===== src/design/srie_pkg.sv =====
`default_nettype none
// ----------------------------------------------------------------------------
// srie_pkg: shared types and constants
// Request codes, opcodes, result status codes and controller/datapath types.
// ----------------------------------------------------------------------------
package srie_pkg;

  localparam int unsigned MEM_WORDS_DEF = 8192;
  localparam int unsigned NUM_REGS      = 256;
  localparam int unsigned PC_W          = 15;
  localparam int unsigned IN_W          = 56;   // 3+13+32+8 = 56 bits, whole bytes
  localparam int unsigned OUT_W         = 64;   // 2+32+1+8+1+15 = 59, padded to 64

  typedef enum logic [2:0] {
    REQ_WRITE = 3'd0,
    REQ_READ  = 3'd1,
    REQ_RREG  = 3'd2,
    REQ_SETPC = 3'd3,
    REQ_STEP  = 3'd4
  } req_t;

  typedef enum logic [1:0] {
    ST_ACCEPT = 2'd0,
    ST_EXEC   = 2'd1,
    ST_HALT   = 2'd2,
    ST_FAULT  = 2'd3
  } status_t;

  localparam logic [7:0] OP_LIT  = 8'h80;
  localparam logic [7:0] OP_REL  = 8'h81;
  localparam logic [7:0] OP_JAL  = 8'h82;
  localparam logic [7:0] OP_JALR = 8'h83;
  localparam logic [7:0] OP_BEQZ = 8'h84;
  localparam logic [7:0] OP_BNEZ = 8'h85;
  localparam logic [7:0] OP_ADD  = 8'h86;
  localparam logic [7:0] OP_SUB  = 8'h87;
  localparam logic [7:0] OP_XOR  = 8'h88;
  localparam logic [7:0] OP_OR   = 8'h89;
  localparam logic [7:0] OP_AND  = 8'h8a;
  localparam logic [7:0] OP_SLT  = 8'h8b;
  localparam logic [7:0] OP_SLTU = 8'h8c;
  localparam logic [7:0] OP_SHL  = 8'h8d;
  localparam logic [7:0] OP_SHRL = 8'h8e;
  localparam logic [7:0] OP_SHRA = 8'h8f;
  localparam logic [7:0] OP_LB   = 8'h90;
  localparam logic [7:0] OP_LW   = 8'h91;
  localparam logic [7:0] OP_LD   = 8'h92;
  localparam logic [7:0] OP_SB   = 8'h93;
  localparam logic [7:0] OP_SW   = 8'h94;
  localparam logic [7:0] OP_SD   = 8'h95;
  localparam logic [7:0] OP_SYS  = 8'ha0;
  localparam logic [7:0] OP_GETC = 8'ha1;
  localparam logic [7:0] OP_PUTC = 8'ha2;

  localparam logic [4:0] SHAMT_MASK = 5'h1f;

  typedef enum logic [3:0] {
    S_CLEAR,   // clearing pass over memory and registers after reset
    S_IDLE,
    S_HOST,    // perform host request and issue reads
    S_FETCH,   // issue instruction fetch read
    S_REGS,    // instruction word returns, register reads issued
    S_MEM,     // register operands return, load/store read issued
    S_EXEC,    // load data returns / store merge, write back and build the result
    S_OUT      // hold result until taken
  } state_t;

  // Controller to datapath commands.
  typedef struct packed {
    logic clr_step;   // clear one memory word (and register, while in range) in this cycle
    logic capture;    // latch input request
    logic host_do;    // perform host request (write/setpc) and issue reads
    logic fetch;      // issue instruction fetch read
    logic dec;        // latch instruction, issue register reads
    logic mem_rd;     // issue data memory read for load/store
    logic commit;     // perform write back and form result
    logic host_res;   // form host result
  } dp_cmd_t;

  // Datapath to controller status.
  typedef struct packed {
    logic clr_done;
    logic is_step;      // captured request is a step that will execute
    logic host_read;    // host request needs a memory/register read cycle
    logic fetch_bad;    // pc misaligned or out of range
    logic needs_mem;    // decoded op is a load or store that is in range
  } dp_sts_t;

endpackage

`default_nettype wire


===== src/design/srie_ctrl.sv =====
`default_nettype none
// ----------------------------------------------------------------------------
// srie_ctrl: request sequencer
// After the reset clear, runs host requests, and steps through fetch, operand, memory and commit phases.
// ----------------------------------------------------------------------------
module srie_ctrl
  import srie_pkg::*;
(
  input  wire logic    clk,
  input  wire logic    rst_n,
  input  wire logic    in_fire,
  input  wire logic    out_fire,
  input  dp_sts_t      sts,
  output logic         in_ready,
  output logic         out_valid,
  output dp_cmd_t      cmd
);

  state_t state_r, state_nxt;

  always_ff @(posedge clk) begin
    if (!rst_n) begin
      state_r <= S_CLEAR;
    end else begin
      state_r <= state_nxt;
    end
  end

  always_comb begin
    state_nxt = state_r;
    cmd       = '0;
    in_ready  = 1'b0;
    out_valid = 1'b0;
    unique case (state_r)
      S_CLEAR: begin
        cmd.clr_step = 1'b1;
        if (sts.clr_done) begin
          state_nxt = S_IDLE;
        end
      end
      S_IDLE: begin
        in_ready    = 1'b1;
        cmd.capture = in_fire;
        if (in_fire) begin
          state_nxt = S_HOST;
        end
      end
      S_HOST: begin
        cmd.host_do = 1'b1;
        if (sts.is_step) begin
          state_nxt = S_FETCH;
        end else if (sts.host_read) begin
          state_nxt = S_EXEC;
        end else begin
          cmd.host_res = 1'b1;
          state_nxt    = S_OUT;
        end
      end
      S_FETCH: begin
        cmd.fetch = 1'b1;
        if (sts.fetch_bad) begin
          cmd.commit = 1'b1;
          state_nxt  = S_OUT;
        end else begin
          state_nxt = S_REGS;
        end
      end
      S_REGS: begin
        cmd.dec   = 1'b1;
        state_nxt = S_MEM;
      end
      S_MEM: begin
        cmd.mem_rd = sts.needs_mem;
        state_nxt  = S_EXEC;
      end
      S_EXEC: begin
        if (sts.is_step) begin
          cmd.commit = 1'b1;
        end else begin
          cmd.host_res = 1'b1;
        end
        state_nxt = S_OUT;
      end
      S_OUT: begin
        out_valid = 1'b1;
        if (out_fire) begin
          state_nxt = S_IDLE;
        end
      end
      default: state_nxt = S_IDLE;
    endcase
  end

endmodule

`default_nettype wire


===== config.mk =====
export PLATFORM = sky130hd
export DESIGN_NAME = srie_ctrl
export DESIGN_NICKNAME = d
export VERILOG_FILES = /design/src/design/srie_pkg.sv /design/src/design/srie_ctrl.sv
export SDC_FILE = /design/constraint.sdc
export NUM_CORES = 1
export LEC_CHECK = 0
export BUFFER_PORTS_ARGS = -buffer_cell sky130_fd_sc_hd__buf_2
export CORE_AREA = 2 2 39 41
export DETAILED_ROUTE_END_ITERATION = 10
export DIE_AREA = 0 0 41 43
export SLEW_MARGIN = 0
export SYNTH_ARGS = -nofsm -noshare
export SYNTH_HDL_FRONTEND = slang
export SYNTH_SLANG_ARGS = --single-unit

===== constraint.sdc =====
create_clock -name clk -period 1.25 [get_ports clk]
set_input_delay 0.25 -clock clk [delete_from_list [all_inputs] [get_ports clk]]
set_output_delay 0.25 -clock clk [all_outputs]
set_load 0.02 [all_outputs]

==> results.yml, run 1 <==
outcome:
  outcome: "finished, violations left"
  failed_checks: "setup timing"
global_route:
  overflow: 0
  grt_max_degree: 11
  grt_pass1_vias: 347
  antenna_found_initial: 0
  grt_pass1_wl_mm: 1.42
  grt_util_all_layers: 0.120
clocking:
  cts_tree: "done"
  clk_path_buf_depth: 2
  clockRootBuffer: "clkbuf_4"
  htreeDepth: 1
  cts_buffers: 3
  clk_pin_slew_ps: 40
  clk_latency_ps: 240
  clkSinkCount: 3
pwr:
  p_sw_frac: 0.433
  finalPower_mw: 1.54
  pwr-share-comb: 0.702
  ir_drop_uv: 954
  power_density_nw_per_um2: 2460
  cellLeakagePower_nw: 0.272
  switching_power_mw: 0.667
  clkPwrFrac: 0.115
  seq_power_share: 0.183
  power.internal_mw: 0.874
die:
  die_w_um: 41
  die_y_um: 43
  rows: 14
  coreArea_sq_um: 1380
  die_area_sq_um: 1760
  initial_core_util: 0.206
  io_pins: 19
logic_synthesis:
  netlist_top_cells_count: "6 x nor2_1, 3 x dfxtp_1, 3 x nand2b_1"
  syn_inst: 39
  syn-cell-area_sq_um: 285
  yosysTopAreaCell: "dfxtp_1"
  synth_area_leaders: "dfxtp_1 21%, nor2_1 7.9%, nand2b_1 6.6%"
  ys_ff_latch: 3
  yosysMostFrequentCell: "nor2_1"
  syn_nets: 48
  yosysSeqAreaShare: 0.211
  synth_cell_type_count: 27
  synth_edf_count: 0
  synth_flop_cell: "dfxtp_1"
  avgSynthCellArea_sq_um: 7.31
  async_flop_share: 0
  ys_warn_count: 0
  netlist.area_leader.share: 0.211
setup_path:
  required_ps: 1000
  crit_fanout: 8
  crit_path_end_kind: "output port"
  critPathLaunchType: "register"
  crit_type: "reg2out"
  crit_arrival_ps: 1150
route:
  vias: 394
  drc: 0
  post_drt_via_cell_ratio: 4.64
  wirelength_um: 947
  drt_iter0_drc: 4
  first_pass_iters: 3
  wl_per_cell_um: 11.1
  antenna_left: 0
timing:
  finalCritPeriodShare: 1.12
  finalCriticalPeriod_ps: 1400
  slew_headroom: 0.860
  rsz0062_at_grt: "true"
  clock_skew_ps: 6.04
  whs_ps: 258
  tightest_slew_ps: 210
  final.setup.tns_ps: -866
  fmax_ghz: 0.715
  final_hold_viol_count: 0
  report.final.slew_viol_count: 0
  setup_viol: 12
  setup_slack_ps: -148
layout:
  largest_register_ffs: 3
  fin_area_sq_um: 626
  top_register: "state_r"
  reg.largest.list: "state_r: 3 flops"
  regArea_sq_um: 71.3
  layout-drive-gt1-share: 0.681
  syn2layout_area_growth_pct: 119
  fin_util: 0.452
  final_cells: 85
  diodes: 0
  multiInputGateArea_sq_um: 278
  final_nets: 79
  fill_cells: 142
placed_design:
  dp.cells: 78
  dp_hpwl_um: 661
  dpl_cell_area_sq_um: 448
  globalplace.congestion: 0.759
  dp_slack_ps: -54.4
  portBuffers: 18
flow_run:
  cap_violations: 0
worst_hold_path:
  hp-class: "in2reg"
path summary, 6_finish.rpt:
check	start	to	slack, ps	depth (start not counted)
min	rst_n	state_r[0]$_SDFFE_PN0P_	260	3
max	state_r[1]$_SDFFE_PN0P_	cmd[2]	-150	3
min reg2reg	state_r[2]$_SDFFE_PN0P_	state_r[2]$_SDFFE_PN0P_	540	2
max reg2reg	state_r[1]$_SDFFE_PN0P_	state_r[0]$_SDFFE_PN0P_	-20	5
per-layer routing:
layer,up-vias,wire (um),GRT usage
li1,197,-,-
met1,185,376,0.128
met2,10,504,0.194
met3,2,48,0.0314
met4,0,17,0.0800
met5,-,0,0
critical path: stages, from the launching register on:
cell     delay, ps
dfxtp_4        380
buf_6          140
and4b_2        270
buf_6          120
area by class of cell:
type	instances	share of cell area
sequential	3	0.114
inverter	1	0.0100
tap	16	0.0320
multi-input combinational	33	0.444
clock buffer	4	0.0420
timing repair buffer	28	0.358
what timing repair did:
item	4_1_cts	5_1_grt
setup endpoints to repair	13	10
gates resized for setup	29	9
buffers inserted	0	3
pin swaps	3	3
hold buffers	0	0
layout by cell type (no fill, tap or decap), types with 2 or more instances in the layout:
| master | instances |
|---|---|
| clkbuf_4 | 3 |
| o21ai_0 | 2 |
| nand2b_4 | 2 |
| buf_4 | 11 |
| a21oi_1 | 2 |
| buf_6 | 9 |
| nor2_4 | 3 |
| nor2_1 | 3 |
| dfxtp_4 | 3 |
| buf_2 | 8 |
cell families after synthesis:
group | synth area share
and+or+nand+nor | 0.469
AOI/OAI and AO/OA | 0.224
DFF | 0.211
buffers and inverters | 0.0570
muxes | 0.0395
power groups by stage:
stage                     logic, mW  registers (mW)  clock network (mW)
after global routing           1.16           0.291               0.201
after floorplan               0.517           0.184                   0
after CTS                     0.947           0.278               0.188
after detailed placement      0.755           0.229                   0
final                          1.08           0.282               0.177
after global placement        0.753           0.227                   0
(Power assumes the default switching activity.)
==> run 2, diff against run 1 <==
--- a/config.mk
+++ b/config.mk
@@ -9,6 +9,7 @@
 export CORE_AREA = 2 2 39 41
 export DETAILED_ROUTE_END_ITERATION = 10
 export DIE_AREA = 0 0 41 43
+export PLACE_DENSITY_LB_ADDON = 0.12
 export SLEW_MARGIN = 0
 export SYNTH_ARGS = -nofsm -noshare
 export SYNTH_HDL_FRONTEND = slang
==> run 2 against run 1 <==
The flow still finishes with violations (setup timing); first-iteration DRC count is 25% lower; setup slack got worse by 31 ps; non-clock buffer count up 4; die area did not move; critical path depth is 1 higher; sequential share of layout area fell by 1.1 points; global-route usage hardly changed; via count is 5.1% higher; worst hold slack better by 4.9 ps; combinational power up 20%; final area increased by 10%; sequential power shrank 7.8%; critical endpoint is now cmd[6].
==> results.yml, run 2 (synthesis gave the netlist of run 1 again) <==
outcome:
  outcome: "finished, violations left"
  failed_checks: "setup timing"
layout:
  top_register: "state_r"
  syn2layout_area_growth_pct: 142
  reg.largest.list: "state_r: 3 flops"
  layout_commonest_cell: "buf_6"
  fill_cells: 132
  final_nets: 83
  fin_util: 0.498
  diodes: 0
  final_cells: 89
  regArea_sq_um: 71.3
  largest_register_ffs: 3
  multiInputGateArea_sq_um: 289
  layout_common_cells: "15 x buf_6, 9 x buf_4, 8 x buf_2, 4 x nor2_4"
  layout-drive-gt1-share: 0.726
timing:
  rsz0062_at_grt: "true"
  clock_skew_ps: 4.58
  tightest_slew_ps: 247
  finalCritPeriodShare: 1.14
  finalCriticalPeriod_ps: 1430
  setup_viol: 10
  slew_headroom: 0.834
  fmax_ghz: 0.700
  setup_slack_ps: -178
  final_hold_viol_count: 0
  report.final.slew_viol_count: 0
clocking:
  clk_pin_slew_ps: 40
  cts_buffers: 3
  holdBufCountCts: 0
  htreeDepth: 1
  clockRootBuffer: "clkbuf_4"
  clkSinkCount: 3
  cts_tree: "done"
  clk_latency_ps: 240
  clk_path_buf_depth: 2
setup_path:
  critPathLaunchType: "register"
  crit_type: "reg2out"
  reg2reg_setup_slack_ps: -20
  crit_fanout: 6
  r2r_cells: 4
  crit_path_end_kind: "output port"
  required_ps: 1000
  crit_arrival_ps: 1180
  r2r-end: "state_r[2]$_SDFFE_PN0P_"
  timing.rr.start: "state_r[0]$_SDFFE_PN0P_"
route:
  antenna_left: 0
  drc: 0
  wl_per_cell_um: 11.6
  wirelength_mm: 1.03
  first_pass_iters: 4
  post_drt_via_cell_ratio: 4.65
  vias: 414
  drt_iter0_drc: 3
die:
  rows: 14
  initial_core_util: 0.206
  die_y_um: 43
  io_pins: 19
  coreArea_sq_um: 1380
  die_area_sq_um: 1760
  die_w_um: 41
global_route:
  grt_util_all_layers: 0.120
  grt_max_degree: 7
  antenna_found_initial: 0
  overflow: 0
  grt_pass1_vias: 346
  grt_pass1_wl_mm: 1.40
worst_hold_path:
  hold_start: "rst_n"
  min_to: "state_r[0]$_SDFFE_PN0P_"
  worstHoldPathCells: 3
  hp-class: "in2reg"
flow_run:
  cap_violations: 0
placed_design:
  globalplace.congestion: 0.722
  dp.cells: 80
  dp_hpwl_um: 669
  portBuffers: 18
pwr:
  cellLeakagePower_nw: 0.300
  ir_drop_uv: 1350
  power_density_nw_per_um2: 2520
[run 2: layout make-up]
type                            instances  area share
Timing Repair Buffer                   32       0.401
Clock buffer                            4      0.0381
Tap cell                               16      0.0290
Sequential cell                         3       0.103
Multi-Input combinational cell         33       0.419
Inverter                                1     0.00907
[run 2: worst max-delay path: stages, from the launching register on]
cell and delay [ps]:
dfxtp_4 360, buf_4 160, nor2_4 120, and3_4 180, buf_6 110
[run 2: how the worst max path moves through the flow]
stage | start | endpoint | slack [ps]
after detailed placement | state_r[0]$_SDFFE_PN0P_ | cmd[1] | -60
after global placement | state_r[0]$_SDFFE_PN0P_ | cmd[1] | -40
after CTS | state_r[0]$_SDFFE_PN0P_ | cmd[3] | -170
after global routing | state_r[0]$_SDFFE_PN0P_ | cmd[3] | -210
after floorplan | state_r[0]$_SDFFE_PN0P_ | cmd[3] | 3
final | state_r[2]$_SDFFE_PN0P_ | cmd[6] | -180
[run 2: through the flow]
| stage | cell area [sq um] | TNS (ps) | hold slack, ps | power (mW) | setup WS, ps |
|---|---|---|---|---|---|
| floorplan | 298 | 0 | 379 | 0.701 | 2.75 |
| global placement | 463 | -66.6 | 520 | 1.05 | -36.4 |
| detailed placement | 463 | -171 | 513 | 1.03 | -57.5 |
| CTS | 584 | -1060 | 245 | 1.46 | -165 |
| global route | 689 | -1340 | 275 | 1.84 | -207 |
| finish | 689 | -908 | 262 | 1.74 | -178 |
[run 2: report_power, final]
group          internal (mW)  total [mW]  switching [mW]  leakage, nW
clock network          0.120       0.176          0.0557       0.0150
logic                  0.713        1.30           0.587        0.258
registers              0.168       0.260          0.0923       0.0267
total                   1.00        1.74           0.735        0.300
[run 2: what timing repair did]
action                                  CTS  global route
buffers inserted                          3             2
endpoints found under the setup margin   13            13
gates resized for setup                  26            23
pin swaps                                 4             8
[run 2: routing by layer]
metal,GRT usage,wire (um),share of wire
met5,0,0,0
met4,0.0800,30,0.029
met3,0.0157,60,0.058
met2,0.169,520,0.50
met1,0.164,419,0.41
